==> src/rtl/hrrn_pkg.sv <==
package hrrn_pkg;

   // batch size and derived index widths
   localparam int MAX_PROCS = 16;
   localparam int IDX_W     = (MAX_PROCS > 1) ? $clog2(MAX_PROCS) : 1;
   localparam int CNT_W     = $clog2(MAX_PROCS + 1);

   // field widths
   localparam int DATA_W  = 16;
   localparam int JOB_W   = 7;
   localparam int TIME_W  = 21;
   localparam int TOTAL_W = 27;
   localparam int SUM_W   = TOTAL_W + 1;
   localparam int NUM_W   = TIME_W + 1;            // wait + burst
   localparam int PROD_W  = NUM_W + DATA_W;        // cross product

   localparam logic [TIME_W-1:0]  TIME_MAX  = {TIME_W{1'b1}};
   localparam logic [TOTAL_W-1:0] TOTAL_MAX = {TOTAL_W{1'b1}};

   // datapath operations issued by the controller
   typedef enum logic [3:0] {
      OP_NONE,
      OP_LOAD,
      OP_SCAN_INIT,
      OP_READ,
      OP_CALC,
      OP_MUL,
      OP_CMP,
      OP_JUMP,
      OP_FIN,
      OP_TAT,
      OP_ACC,
      OP_CLEAR
   } dp_op_type;

   typedef struct packed {
      logic last_entry;    // scan index sits on the last loaded job
      logic have_best;     // scan has found an arrived job
      logic batch_done;    // every loaded job has been scheduled
   } dp_status_type;

endpackage

==> src/rtl/hrrn_req_if.sv <==
interface hrrn_req_if;
   logic                        valid;
   logic                        ready;
   logic [hrrn_pkg::DATA_W-1:0] burst_time;
   logic [hrrn_pkg::DATA_W-1:0] arrival_time;
   logic                        last_item;

   modport source (output valid, burst_time, arrival_time, last_item, input ready);
   modport sink   (input valid, burst_time, arrival_time, last_item, output ready);
endinterface

==> src/rtl/hrrn_rsp_if.sv <==
interface hrrn_rsp_if;
   logic                         valid;
   logic                         ready;
   logic [hrrn_pkg::JOB_W-1:0]   job_number;
   logic [hrrn_pkg::TIME_W-1:0]  waiting_time;
   logic [hrrn_pkg::TIME_W-1:0]  turnaround_time;
   logic [hrrn_pkg::TOTAL_W-1:0] total_waiting;
   logic [hrrn_pkg::TOTAL_W-1:0] total_turnaround;
   logic                         last_result;

   modport source (output valid, job_number, waiting_time, turnaround_time,
                   total_waiting, total_turnaround, last_result, input ready);
   modport sink   (input valid, job_number, waiting_time, turnaround_time,
                   total_waiting, total_turnaround, last_result, output ready);
endinterface

==> src/rtl/hrrn_ctrl.sv <==
module hrrn_ctrl (
   input  logic                    clock,
   input  logic                    reset,
   input  logic                    req_valid,
   input  logic                    req_last_item,
   output logic                    req_ready,
   output logic                    rsp_valid,
   input  logic                    rsp_ready,
   input  hrrn_pkg::dp_status_type status,
   output hrrn_pkg::dp_op_type     op
);

   typedef enum logic [9:0] {
      ST_LOAD   = 10'b00_0000_0001,
      ST_INIT   = 10'b00_0000_0010,
      ST_READ   = 10'b00_0000_0100,
      ST_CALC   = 10'b00_0000_1000,
      ST_MUL    = 10'b00_0001_0000,
      ST_CMP    = 10'b00_0010_0000,
      ST_DECIDE = 10'b00_0100_0000,
      ST_TAT    = 10'b00_1000_0000,
      ST_ACC    = 10'b01_0000_0000,
      ST_OUT    = 10'b10_0000_0000
   } state_type;

   state_type state_ff, state_in;

   assign req_ready = (state_ff == ST_LOAD);
   assign rsp_valid = (state_ff == ST_OUT);

   always_comb begin
      state_in = state_ff;
      op       = hrrn_pkg::OP_NONE;
      unique case (state_ff)
         ST_LOAD: begin
            if (req_valid) begin
               op = hrrn_pkg::OP_LOAD;
               if (req_last_item) state_in = ST_INIT;
            end
         end
         ST_INIT: begin
            op       = hrrn_pkg::OP_SCAN_INIT;
            state_in = ST_READ;
         end
         ST_READ: begin
            op       = hrrn_pkg::OP_READ;
            state_in = ST_CALC;
         end
         ST_CALC: begin
            op       = hrrn_pkg::OP_CALC;
            state_in = ST_MUL;
         end
         ST_MUL: begin
            op       = hrrn_pkg::OP_MUL;
            state_in = ST_CMP;
         end
         ST_CMP: begin
            op       = hrrn_pkg::OP_CMP;
            state_in = status.last_entry ? ST_DECIDE : ST_READ;
         end
         ST_DECIDE: begin
            if (status.have_best) begin
               op       = hrrn_pkg::OP_FIN;
               state_in = ST_TAT;
            end else begin
               op       = hrrn_pkg::OP_JUMP;
               state_in = ST_INIT;
            end
         end
         ST_TAT: begin
            op       = hrrn_pkg::OP_TAT;
            state_in = ST_ACC;
         end
         ST_ACC: begin
            op       = hrrn_pkg::OP_ACC;
            state_in = ST_OUT;
         end
         ST_OUT: begin
            if (rsp_ready) begin
               if (status.batch_done) begin
                  op       = hrrn_pkg::OP_CLEAR;
                  state_in = ST_LOAD;
               end else begin
                  op       = hrrn_pkg::OP_SCAN_INIT;
                  state_in = ST_READ;
               end
            end
         end
         default: state_in = ST_LOAD;
      endcase
   end

   always_ff @(posedge clock) begin
      if (reset) begin
         state_ff <= ST_LOAD;
      end else begin
         state_ff <= state_in;
      end
   end

endmodule

==> src/rtl/hrrn_dpath.sv <==
module hrrn_dpath (
   input  logic                          clock,
   input  logic                          reset,
   input  hrrn_pkg::dp_op_type           op,
   input  logic [hrrn_pkg::DATA_W-1:0]   req_burst_time,
   input  logic [hrrn_pkg::DATA_W-1:0]   req_arrival_time,
   output logic [hrrn_pkg::JOB_W-1:0]    rsp_job_number,
   output logic [hrrn_pkg::TIME_W-1:0]   rsp_waiting_time,
   output logic [hrrn_pkg::TIME_W-1:0]   rsp_turnaround_time,
   output logic [hrrn_pkg::TOTAL_W-1:0]  rsp_total_waiting,
   output logic [hrrn_pkg::TOTAL_W-1:0]  rsp_total_turnaround,
   output logic                          rsp_last_result,
   output hrrn_pkg::dp_status_type       status
);

   // job stores
   logic [hrrn_pkg::DATA_W-1:0] arr_mem   [hrrn_pkg::MAX_PROCS];
   logic [hrrn_pkg::DATA_W-1:0] burst_mem [hrrn_pkg::MAX_PROCS];

   // control state
   logic [hrrn_pkg::CNT_W-1:0]     loaded_ff,    loaded_in;
   logic [hrrn_pkg::CNT_W-1:0]     completed_ff, completed_in;
   logic [hrrn_pkg::IDX_W-1:0]     idx_ff,       idx_in;
   logic                           have_best_ff, have_best_in;
   logic [hrrn_pkg::TIME_W-1:0]    now_ff,       now_in;
   logic [hrrn_pkg::TOTAL_W-1:0]   tot_w_ff,     tot_w_in;
   logic [hrrn_pkg::TOTAL_W-1:0]   tot_t_ff,     tot_t_in;
   logic [hrrn_pkg::MAX_PROCS-1:0] done_ff,      done_in;

   // scan pipeline
   logic [hrrn_pkg::DATA_W-1:0] rd_arr_ff, rd_burst_ff;
   logic                        rd_done_ff;
   logic [hrrn_pkg::NUM_W-1:0]  cur_num_ff,  cur_num_in;
   logic                        cur_elig_ff, cur_elig_in;
   logic [hrrn_pkg::DATA_W-1:0] min_ff,      min_in;
   logic [hrrn_pkg::PROD_W-1:0] prod_l_ff,   prod_l_in;
   logic [hrrn_pkg::PROD_W-1:0] prod_r_ff,   prod_r_in;

   // current best candidate
   logic [hrrn_pkg::IDX_W-1:0]  best_idx_ff,   best_idx_in;
   logic [hrrn_pkg::DATA_W-1:0] best_arr_ff,   best_arr_in;
   logic [hrrn_pkg::DATA_W-1:0] best_burst_ff, best_burst_in;
   logic [hrrn_pkg::NUM_W-1:0]  best_num_ff,   best_num_in;

   // finish arithmetic
   logic [hrrn_pkg::TIME_W-1:0] tat_ff, tat_in;
   logic [hrrn_pkg::TIME_W-1:0] wt_ff,  wt_in;

   // result register
   logic [hrrn_pkg::JOB_W-1:0]   out_job_ff,   out_job_in;
   logic [hrrn_pkg::TIME_W-1:0]  out_wt_ff,    out_wt_in;
   logic [hrrn_pkg::TIME_W-1:0]  out_tat_ff,   out_tat_in;
   logic [hrrn_pkg::TOTAL_W-1:0] out_tot_w_ff, out_tot_w_in;
   logic [hrrn_pkg::TOTAL_W-1:0] out_tot_t_ff, out_tot_t_in;
   logic                         out_last_ff,  out_last_in;

   logic                        not_full;
   logic                        take;
   logic [hrrn_pkg::NUM_W-1:0]  fin_sum;
   logic [hrrn_pkg::TIME_W-1:0] tat_val;
   logic [hrrn_pkg::SUM_W-1:0]  sum_w, sum_t;

   assign not_full = (loaded_ff < hrrn_pkg::CNT_W'(hrrn_pkg::MAX_PROCS));

   // higher ratio wins; equal ratio goes to the earlier arrival, then lower index
   assign take = cur_elig_ff &&
                 (!have_best_ff || (prod_l_ff > prod_r_ff) ||
                  ((prod_l_ff == prod_r_ff) && (rd_arr_ff < best_arr_ff)));

   assign fin_sum = hrrn_pkg::NUM_W'(now_ff) + hrrn_pkg::NUM_W'(best_burst_ff);
   assign tat_val = now_ff - hrrn_pkg::TIME_W'(best_arr_ff);
   assign sum_w   = hrrn_pkg::SUM_W'(tot_w_ff) + hrrn_pkg::SUM_W'(wt_ff);
   assign sum_t   = hrrn_pkg::SUM_W'(tot_t_ff) + hrrn_pkg::SUM_W'(tat_ff);

   always_comb begin
      loaded_in     = loaded_ff;
      completed_in  = completed_ff;
      idx_in        = idx_ff;
      have_best_in  = have_best_ff;
      now_in        = now_ff;
      tot_w_in      = tot_w_ff;
      tot_t_in      = tot_t_ff;
      done_in       = done_ff;
      cur_num_in    = cur_num_ff;
      cur_elig_in   = cur_elig_ff;
      min_in        = min_ff;
      prod_l_in     = prod_l_ff;
      prod_r_in     = prod_r_ff;
      best_idx_in   = best_idx_ff;
      best_arr_in   = best_arr_ff;
      best_burst_in = best_burst_ff;
      best_num_in   = best_num_ff;
      tat_in        = tat_ff;
      wt_in         = wt_ff;
      out_job_in    = out_job_ff;
      out_wt_in     = out_wt_ff;
      out_tat_in    = out_tat_ff;
      out_tot_w_in  = out_tot_w_ff;
      out_tot_t_in  = out_tot_t_ff;
      out_last_in   = out_last_ff;

      unique case (op)
         hrrn_pkg::OP_LOAD: begin
            if (not_full) loaded_in = loaded_ff + hrrn_pkg::CNT_W'(1);
         end
         hrrn_pkg::OP_SCAN_INIT: begin
            idx_in       = '0;
            have_best_in = 1'b0;
            min_in       = '1;
         end
         hrrn_pkg::OP_CALC: begin
            cur_num_in  = hrrn_pkg::NUM_W'(now_ff) - hrrn_pkg::NUM_W'(rd_arr_ff)
                        + hrrn_pkg::NUM_W'(rd_burst_ff);
            cur_elig_in = !rd_done_ff && (hrrn_pkg::TIME_W'(rd_arr_ff) <= now_ff);
            if (!rd_done_ff && (rd_arr_ff < min_ff)) min_in = rd_arr_ff;
         end
         hrrn_pkg::OP_MUL: begin
            prod_l_in = hrrn_pkg::PROD_W'(cur_num_ff) * hrrn_pkg::PROD_W'(best_burst_ff);
            prod_r_in = hrrn_pkg::PROD_W'(best_num_ff) * hrrn_pkg::PROD_W'(rd_burst_ff);
         end
         hrrn_pkg::OP_CMP: begin
            if (take) begin
               best_idx_in   = idx_ff;
               best_arr_in   = rd_arr_ff;
               best_burst_in = rd_burst_ff;
               best_num_in   = cur_num_ff;
               have_best_in  = 1'b1;
            end
            idx_in = idx_ff + hrrn_pkg::IDX_W'(1);
         end
         hrrn_pkg::OP_JUMP: begin
            now_in = hrrn_pkg::TIME_W'(min_ff);
         end
         hrrn_pkg::OP_FIN: begin
            now_in = (fin_sum > hrrn_pkg::NUM_W'(hrrn_pkg::TIME_MAX)) ?
                     hrrn_pkg::TIME_MAX : fin_sum[hrrn_pkg::TIME_W-1:0];
         end
         hrrn_pkg::OP_TAT: begin
            tat_in = tat_val;
            wt_in  = (tat_val > hrrn_pkg::TIME_W'(best_burst_ff)) ?
                     tat_val - hrrn_pkg::TIME_W'(best_burst_ff) : '0;
         end
         hrrn_pkg::OP_ACC: begin
            tot_w_in = (sum_w > hrrn_pkg::SUM_W'(hrrn_pkg::TOTAL_MAX)) ?
                       hrrn_pkg::TOTAL_MAX : sum_w[hrrn_pkg::TOTAL_W-1:0];
            tot_t_in = (sum_t > hrrn_pkg::SUM_W'(hrrn_pkg::TOTAL_MAX)) ?
                       hrrn_pkg::TOTAL_MAX : sum_t[hrrn_pkg::TOTAL_W-1:0];
            out_job_in   = hrrn_pkg::JOB_W'(best_idx_ff) + hrrn_pkg::JOB_W'(1);
            out_wt_in    = wt_ff;
            out_tat_in   = tat_ff;
            out_tot_w_in = tot_w_in;
            out_tot_t_in = tot_t_in;
            out_last_in  = ((completed_ff + hrrn_pkg::CNT_W'(1)) == loaded_ff);
            completed_in = completed_ff + hrrn_pkg::CNT_W'(1);
            done_in[best_idx_ff] = 1'b1;
         end
         hrrn_pkg::OP_CLEAR: begin
            loaded_in    = '0;
            completed_in = '0;
            now_in       = '0;
            tot_w_in     = '0;
            tot_t_in     = '0;
            done_in      = '0;
         end
         default: ;
      endcase
   end

   // stores: written on load, read one entry per scan step
   always_ff @(posedge clock) begin
      if ((op == hrrn_pkg::OP_LOAD) && not_full) begin
         arr_mem[loaded_ff[hrrn_pkg::IDX_W-1:0]]   <= req_arrival_time;
         burst_mem[loaded_ff[hrrn_pkg::IDX_W-1:0]] <= req_burst_time;
      end
      if (op == hrrn_pkg::OP_READ) begin
         rd_arr_ff   <= arr_mem[idx_ff];
         rd_burst_ff <= burst_mem[idx_ff];
         rd_done_ff  <= done_ff[idx_ff];
      end
   end

   always_ff @(posedge clock) begin
      if (reset) begin
         loaded_ff    <= '0;
         completed_ff <= '0;
         idx_ff       <= '0;
         have_best_ff <= 1'b0;
         now_ff       <= '0;
         tot_w_ff     <= '0;
         tot_t_ff     <= '0;
         done_ff      <= '0;
      end else begin
         loaded_ff    <= loaded_in;
         completed_ff <= completed_in;
         idx_ff       <= idx_in;
         have_best_ff <= have_best_in;
         now_ff       <= now_in;
         tot_w_ff     <= tot_w_in;
         tot_t_ff     <= tot_t_in;
         done_ff      <= done_in;
      end
   end

   always_ff @(posedge clock) begin
      cur_num_ff    <= cur_num_in;
      cur_elig_ff   <= cur_elig_in;
      min_ff        <= min_in;
      prod_l_ff     <= prod_l_in;
      prod_r_ff     <= prod_r_in;
      best_idx_ff   <= best_idx_in;
      best_arr_ff   <= best_arr_in;
      best_burst_ff <= best_burst_in;
      best_num_ff   <= best_num_in;
      tat_ff        <= tat_in;
      wt_ff         <= wt_in;
      out_job_ff    <= out_job_in;
      out_wt_ff     <= out_wt_in;
      out_tat_ff    <= out_tat_in;
      out_tot_w_ff  <= out_tot_w_in;
      out_tot_t_ff  <= out_tot_t_in;
      out_last_ff   <= out_last_in;
   end

   assign rsp_job_number       = out_job_ff;
   assign rsp_waiting_time     = out_wt_ff;
   assign rsp_turnaround_time  = out_tat_ff;
   assign rsp_total_waiting    = out_tot_w_ff;
   assign rsp_total_turnaround = out_tot_t_ff;
   assign rsp_last_result      = out_last_ff;

   assign status.last_entry = (hrrn_pkg::CNT_W'(idx_ff) == (loaded_ff - hrrn_pkg::CNT_W'(1)));
   assign status.have_best  = have_best_ff;
   assign status.batch_done = (completed_ff == loaded_ff);

endmodule

==> src/rtl/hrrn_batch_scheduler.sv <==
// Load: one job transaction per cycle while idle; no result for a non-final job.
// Schedule: each pick scans all n loaded jobs by read, ratio, multiply and compare steps per
// job, then decides, finishes and accumulates before the result is registered. If no loaded
// job has arrived yet (as for a batch starting after tick zero), decide jumps the clock to
// the earliest pending arrival and scans again; the next pick waits for the previous result
// to be taken. Reset (synchronous, active high) empties the batch, clears done flags and
// counters; the job stores are not cleared and are only read once loaded.
module hrrn_batch_scheduler (
   input logic        clock,
   input logic        reset,
   hrrn_req_if.sink   req_ch,
   hrrn_rsp_if.source rsp_ch
);

   // controller / datapath handshake
   hrrn_pkg::dp_op_type     op;
   hrrn_pkg::dp_status_type status;

   // The controller sequences loading, the per-job scan and the result hand-off.
   // req ready only while loading; rsp valid holds in its own state until taken.
   hrrn_ctrl u_ctrl (
      .clock         (clock),
      .reset         (reset),
      .req_valid     (req_ch.valid),
      .req_last_item (req_ch.last_item),
      .req_ready     (req_ch.ready),
      .rsp_valid     (rsp_ch.valid),
      .rsp_ready     (rsp_ch.ready),
      .status        (status),
      .op            (op)
   );

   // The datapath holds the job stores, the clock of the schedule, the best
   // candidate of the running scan and the registered result.
   // Ratios (wait+burst)/burst are compared by cross products, no division.
   hrrn_dpath u_dpath (
      .clock                (clock),
      .reset                (reset),
      .op                   (op),
      .req_burst_time       (req_ch.burst_time),
      .req_arrival_time     (req_ch.arrival_time),
      .rsp_job_number       (rsp_ch.job_number),
      .rsp_waiting_time     (rsp_ch.waiting_time),
      .rsp_turnaround_time  (rsp_ch.turnaround_time),
      .rsp_total_waiting    (rsp_ch.total_waiting),
      .rsp_total_turnaround (rsp_ch.total_turnaround),
      .rsp_last_result      (rsp_ch.last_result),
      .status               (status)
   );

endmodule
==> src/flat_wrapper.sv <==
// flat-port wrapper written by rule: the top's interface ports become plain ports
module hrrn_batch_scheduler_flat 
  (clock, reset, req_ch_valid, req_ch_burst_time, req_ch_arrival_time, req_ch_last_item, req_ch_ready, rsp_ch_valid, rsp_ch_job_number, rsp_ch_waiting_time, rsp_ch_turnaround_time, rsp_ch_total_waiting, rsp_ch_total_turnaround, rsp_ch_last_result, rsp_ch_ready);
  hrrn_req_if req_ch_i ();
  hrrn_rsp_if rsp_ch_i ();
  input logic clock;
  input logic reset;
  input wire logic [$bits(req_ch_i.valid)-1:0] req_ch_valid;
  input wire logic [$bits(req_ch_i.burst_time)-1:0] req_ch_burst_time;
  input wire logic [$bits(req_ch_i.arrival_time)-1:0] req_ch_arrival_time;
  input wire logic [$bits(req_ch_i.last_item)-1:0] req_ch_last_item;
  output wire logic [$bits(req_ch_i.ready)-1:0] req_ch_ready;
  output wire logic [$bits(rsp_ch_i.valid)-1:0] rsp_ch_valid;
  output wire logic [$bits(rsp_ch_i.job_number)-1:0] rsp_ch_job_number;
  output wire logic [$bits(rsp_ch_i.waiting_time)-1:0] rsp_ch_waiting_time;
  output wire logic [$bits(rsp_ch_i.turnaround_time)-1:0] rsp_ch_turnaround_time;
  output wire logic [$bits(rsp_ch_i.total_waiting)-1:0] rsp_ch_total_waiting;
  output wire logic [$bits(rsp_ch_i.total_turnaround)-1:0] rsp_ch_total_turnaround;
  output wire logic [$bits(rsp_ch_i.last_result)-1:0] rsp_ch_last_result;
  input wire logic [$bits(rsp_ch_i.ready)-1:0] rsp_ch_ready;
  assign req_ch_i.valid = req_ch_valid;
  assign req_ch_i.burst_time = req_ch_burst_time;
  assign req_ch_i.arrival_time = req_ch_arrival_time;
  assign req_ch_i.last_item = req_ch_last_item;
  assign req_ch_ready = req_ch_i.ready;
  assign rsp_ch_valid = rsp_ch_i.valid;
  assign rsp_ch_job_number = rsp_ch_i.job_number;
  assign rsp_ch_waiting_time = rsp_ch_i.waiting_time;
  assign rsp_ch_turnaround_time = rsp_ch_i.turnaround_time;
  assign rsp_ch_total_waiting = rsp_ch_i.total_waiting;
  assign rsp_ch_total_turnaround = rsp_ch_i.total_turnaround;
  assign rsp_ch_last_result = rsp_ch_i.last_result;
  assign rsp_ch_i.ready = rsp_ch_ready;
  hrrn_batch_scheduler u_core (.clock(clock), .reset(reset), .req_ch(req_ch_i), .rsp_ch(rsp_ch_i));
endmodule
==> config.mk <==
export PLATFORM = sky130hd
export DESIGN_NAME = hrrn_batch_scheduler_flat
export DESIGN_NICKNAME = d
export VERILOG_FILES = /design/src/rtl/hrrn_pkg.sv /design/src/rtl/hrrn_req_if.sv /design/src/rtl/hrrn_rsp_if.sv /design/src/rtl/hrrn_ctrl.sv /design/src/rtl/hrrn_dpath.sv /design/src/rtl/hrrn_batch_scheduler.sv /design/src/flat_wrapper.sv
export SDC_FILE = /design/constraint.sdc
export NUM_CORES = 2
export LEC_CHECK = 0
export BUFFER_PORTS_ARGS = -buffer_cell sky130_fd_sc_hd__buf_4
export CORE_UTILIZATION = 45
export DETAILED_ROUTE_END_ITERATION = 10
export HOLD_SLACK_MARGIN = 0.05
export PLACE_DENSITY = 0.57
export REMOVE_ABC_BUFFERS = 1
export SKIP_LAST_GASP = 1
export SLEW_MARGIN = 10
export SYNTH_ARGS = -nofsm -noshare
export SYNTH_HDL_FRONTEND = slang
export SYNTH_HIERARCHICAL = 1
export SYNTH_SLANG_ARGS = --single-unit
==> constraint.sdc <==
create_clock -name clock -period 8.7 [get_ports clock]
set_clock_uncertainty 0.05 [all_clocks]
set_input_delay 1.74 -clock clock [delete_from_list [all_inputs] [get_ports clock]]
set_output_delay 1.74 -clock clock [all_outputs]
set_load 0.05 [all_outputs]
==> impl_summary.md <==
Outcome
The run finished with clean final reports.

GRT
The number of antenna violations at the first check in global routing is 4. The first global-routing pass estimated 267000 microns of wire. Global routing used 23.0% of the available tracks.

The pin count of the biggest net entering global routing is 113. The via count of the first global-routing pass is 45.2k. The total overflow reported by the global router is 0.

Drt
The first detailed-routing pass took 6 iterations. The residual antenna-violating net count after detailed routing is 0. The detailed-route via count is 43.3k. The total wire length after detailed routing is 169000 microns. Dividing the detail-routed via count by the number of cells gives 5.46. For this run, design rule violations remaining after detail routing come to 0. The detailed router finished its first iteration with 2879 violations. The average wire length per cell after detail routing is 21.4 microns.

Critical path
The data required time at the worst endpoint is 9.20 ns. The critical path launch point type is a flop. STA classifies the critical path endpoint as a flop. The worst setup path is of the flop to flop kind. The worst register-to-register path has a depth of 22. The largest fanout on the critical path is 24. Across all register-to-register paths, the minimum setup slack is 1.18 ns. The worst register-to-register path ends at u_core/u_dpath/prod_l_ff[37].

In this run the worst setup path begins at u_core/u_dpath/best_burst_ff[5]. In this run the critical register-to-register path is launched from u_core/u_dpath/best_burst_ff[5]. At the worst endpoint, the arrival time is 8.02 ns. The capture point of the worst path is u_core/u_dpath/prod_l_ff[37].

Place
Once detailed placement completed, the half-perimeter wirelength came to 117000 microns. The number of buffers inserted by port buffering is 140. Once placement finished, the instance area stood at 70100 sq um.

The final RePlAce weighted congestion is 0.895. The worst slack after detailed placement is 1.19 ns. Counting tap cells, the placed design contains a total of 7728 instances.

Power and ir drop
The analysis attributes to cell leakage a power of 30.2 nW. IR analysis of the VDD net gives a maximum drop of 0.000168 V. Power spread over the standard cell area amounts to 152 nW/um^2.

CTS
Post-CTS repair changed the size of 0 cells. Clock tree synthesis found a total of 978 sinks. In this run, post-CTS hold repair placed 0 buffers. The later pin in the worst-skew pair is clocked with a latency of 0.76 ns. The clock tree from TritonCTS is yes. The cell sitting at the root of the clock tree is a sky130_fd_sc_hd__clkbuf_16. Clock-pin slew was measured on the worst setup and hold paths at 0.06 ns.

The maximum buffer depth of the clock tree is 3. The number of post-CTS setup repair buffers is 0. Clock tree synthesis inserted a total of 106 buffers. CTS built an H-tree with a depth of 3.

STA
Setup violations remaining at the end of the flow were counted as 0. The final worst-path setup slack is 1.18 ns. The count of endpoints failing hold in the final timing report is 0. For this run, the top clock speed supported by timing is 133 MHz. The shortest clock period the worst path allows after layout is 7.52 ns. The final cycle utilization of the critical path is 86.4%. The count of pins over their slew limit is 0. The worst slew margin relative to its limit is 13.1%. The slew at the pin closest to its max-slew limit is 1.30 ns. Setup repair after global routing left no endpoint under its margin. Setup total negative slack on the finished layout was measured at 0 ns.

Die
The row count is 141. The core region is 148000 sq um. The floorplan die height is 388 microns. The number of top-level pins is 143.

The die covers 150000 sq um. The starting density of the core is 45.3%. The width of the die is 388 microns.

Cells and area
For this run, the share of the core covered by cells in the final layout is 49.8%. The finished layout holds 7925 standard cells, fillers aside. Counting the fill cells in the layout gives 13.2k.

The final net count is 6956. The final design instance area without fill is 73600 sq um. The number of antenna diodes in the final layout is 0. Compared with the post-synthesis result, the final layout area differs by 9.89%. The fraction of layout cells with a size suffix above 1 is 8.84%.

Synth
Yosys mapped a number of flops with a built-in enable equal to 862. The Yosys step of the flow raised 6 warnings. After synthesis, the mean cell area works out to 11.5 sq um. Synthesis inferred 978 register bits.

The cell taking the most area after synthesis is sky130_fd_sc_hd__edfxtp_1. The distinct cell type count after synthesis is 102. For this run, the leading register cell type out of synthesis is sky130_fd_sc_hd__edfxtp_1. The number of cells produced by synthesis is 5821. The synthesized design devotes to its leading area cell type 38.7% of total area.

For this run, asynchronously set or reset flops after synthesis account for 0%. The post-synthesis sequential area ratio is 42.1%. Summing every instance area after synthesis gives 66900 sq um. By area the synthesized netlist is led by sky130_fd_sc_hd__edfxtp_1, sky130_fd_sc_hd__fa_1, sky130_fd_sc_hd__ha_1.

Hold path
The kind of path behind the tightest hold check is flop to flop.

Job
Max-cap violations in this run came to 0.
[worst min-delay path by stage]
| stage | depth (start not counted) | end | start | slack (ns) |
|---|---|---|---|---|
| detailed placement | 0 | u_core/u_dpath/rsp_turnaround_time[3] | u_core/u_dpath/tat_ff[3] | 0.40 |
| floorplan | 0 | u_core/u_dpath/rsp_turnaround_time[0] | u_core/u_dpath/tat_ff[0] | 0.38 |
| global placement | 2 | u_core/u_dpath/done_ff[2] | u_core/u_dpath/done_ff[2] | 0.39 |
| finish | 0 | u_core/u_dpath/rsp_turnaround_time[3] | u_core/u_dpath/tat_ff[3] | 0.41 |
| CTS | 0 | u_core/u_dpath/rsp_turnaround_time[3] | u_core/u_dpath/tat_ff[3] | 0.41 |
| global route | 0 | u_core/u_dpath/rsp_turnaround_time[2] | u_core/u_dpath/tat_ff[2] | 0.43 |
[layout by cell type (no fill, tap or decap), drive strengths merged, types with 15 or more instances in the layout]
master,netlist,final
a211oi,40,40
a21o,93,93
a21oi,203,203
a221oi,33,33
a22o,43,43
a22oi,41,41
a31oi,44,44
and2,319,319
and3,21,21
buf,38,210
clkbuf,196,138
clkinv,0,47
dfxtp,116,116
edfxtp,862,862
fa,577,577
ha,436,436
inv,856,861
mux2,28,28
mux2i,117,117
mux4,66,66
nand2,625,625
nand2b,53,53
nand3,63,63
nand4,29,29
nor2,187,187
nor2b,31,31
nor3,43,43
nor4,19,19
o21a,33,33
o21ai,194,194
o21bai,30,30
or2,15,15
or3,17,17
xnor2,120,120
xor2,64,64
[sequential cells by signal, indices dropped and copies added, names as in the netlist, 27 cells and up]
register,count
u_core/u_dpath/burst_mem,256
u_core/u_dpath/rsp_total_waiting,27
u_core/u_dpath/prod_r_ff,38
u_core/u_dpath/tot_w_ff,27
u_core/u_dpath/rsp_total_turnaround,27
u_core/u_dpath/tot_t_ff,27
u_core/u_dpath/arr_mem,256
u_core/u_dpath/prod_l_ff,38
[routing by layer]
metal / GRT usage [%] / routed length (microns)
met1: 31.0 / 74200
met2: 38.8 / 82500
met3: 3.09 / 8250
met4: 6.49 / 4440
met5: 0 / 36
[kinds of logic (layout without fill, tap and decap cells)]
| group | count (synthesis) | after routing | share of synthesized area (%) |
|---|---|---|---|
| compound gates | 879 | 879 | 8.72 |
| xor+xnor | 184 | 184 | 2.41 |
| fa+ha+maj | 1013 | 1013 | 25.4 |
| buf+inv | 1090 | 1263 | 6.22 |
| flops | 978 | 978 | 42.1 |
| mux | 211 | 211 | 4.44 |
| other cells | 1 | 2 | 0.00560 |
| simple gates | 1465 | 1465 | 10.7 |
[synthesized netlist by cell type, drive strengths merged, types with 10 or more instances]
cell    number
nor2b       31
ha         436
a22o        43
o31ai       10
a21o        93
a211oi      40
nor2       187
nor3        43
a21oi      203
o211ai      11
o21bai      30
edfxtp     862
nor4        19
o22ai       10
a221oi      33
nand3       63
o21ai      194
or2         15
or3         17
nand2      625
inv        856
mux4        66
clkbuf     196
mux2i      117
o21a        33
xor2        64
a22oi       41
mux2        28
xnor2      120
buf         38
fa         577
and2       319
dfxtp      116
and3        21
nand4       29
a31oi       44
nand2b      53
[report_power, final]
part | leakage, nW | total [mW] | switching, mW | internal (mW)
Clock | 1.69 | 4.43 | 1.94 | 2.49
Sequential | 8.64 | 5.26 | 0.0390 | 5.22
Combinational | 19.9 | 1.51 | 0.913 | 0.595
Total | 30.2 | 11.2 | 2.89 | 8.30
[worst max-delay path: stages (launching register included)]
cell                       delay [ns]
sky130_fd_sc_hd__edfxtp_1        1.14
sky130_fd_sc_hd__nand2_1         0.20
sky130_fd_sc_hd__fa_1            0.56
sky130_fd_sc_hd__inv_1           0.05
sky130_fd_sc_hd__fa_1            0.47
sky130_fd_sc_hd__inv_1           0.05
sky130_fd_sc_hd__fa_1            0.50
sky130_fd_sc_hd__inv_1           0.06
sky130_fd_sc_hd__fa_1            0.58
sky130_fd_sc_hd__inv_1           0.06
sky130_fd_sc_hd__fa_1            0.47
sky130_fd_sc_hd__inv_1           0.05
sky130_fd_sc_hd__fa_1            0.43
sky130_fd_sc_hd__ha_1            0.37
sky130_fd_sc_hd__a21oi_1         0.14
sky130_fd_sc_hd__o21ai_0         0.13
sky130_fd_sc_hd__a311oi_1        0.38
sky130_fd_sc_hd__and3b_1         0.22
sky130_fd_sc_hd__o31ai_1         0.12
sky130_fd_sc_hd__a211oi_1        0.68
sky130_fd_sc_hd__nor4_1          0.18
sky130_fd_sc_hd__o2111a_1        0.29
sky130_fd_sc_hd__a211oi_1        0.16
[per-stage QoR]
step | power (mW) | hold slack, ns
after floorplan | 6.38 | 0.381
after global placement | 6.86 | 0.393
after detailed placement | 6.86 | 0.396
after CTS | 11.3 | 0.409
after global routing | 11.7 | 0.430
final | 11.2 | 0.407
[area by class of cell]
| class | instances | area (sq um) | area share, % |
|---|---|---|---|
| timing repair buffer | 210 | 1590 | 2.16 |
| clock buffer | 138 | 2900 | 3.95 |
| inverter | 856 | 3210 | 4.37 |
| tap | 1930 | 2410 | 3.28 |
| clock inverter | 59 | 551 | 0.748 |
| multi-input combinational | 3754 | 34700 | 47.1 |
| sequential | 978 | 28200 | 38.4 |
No activity file was read; power rests on OpenSTA's default activity.
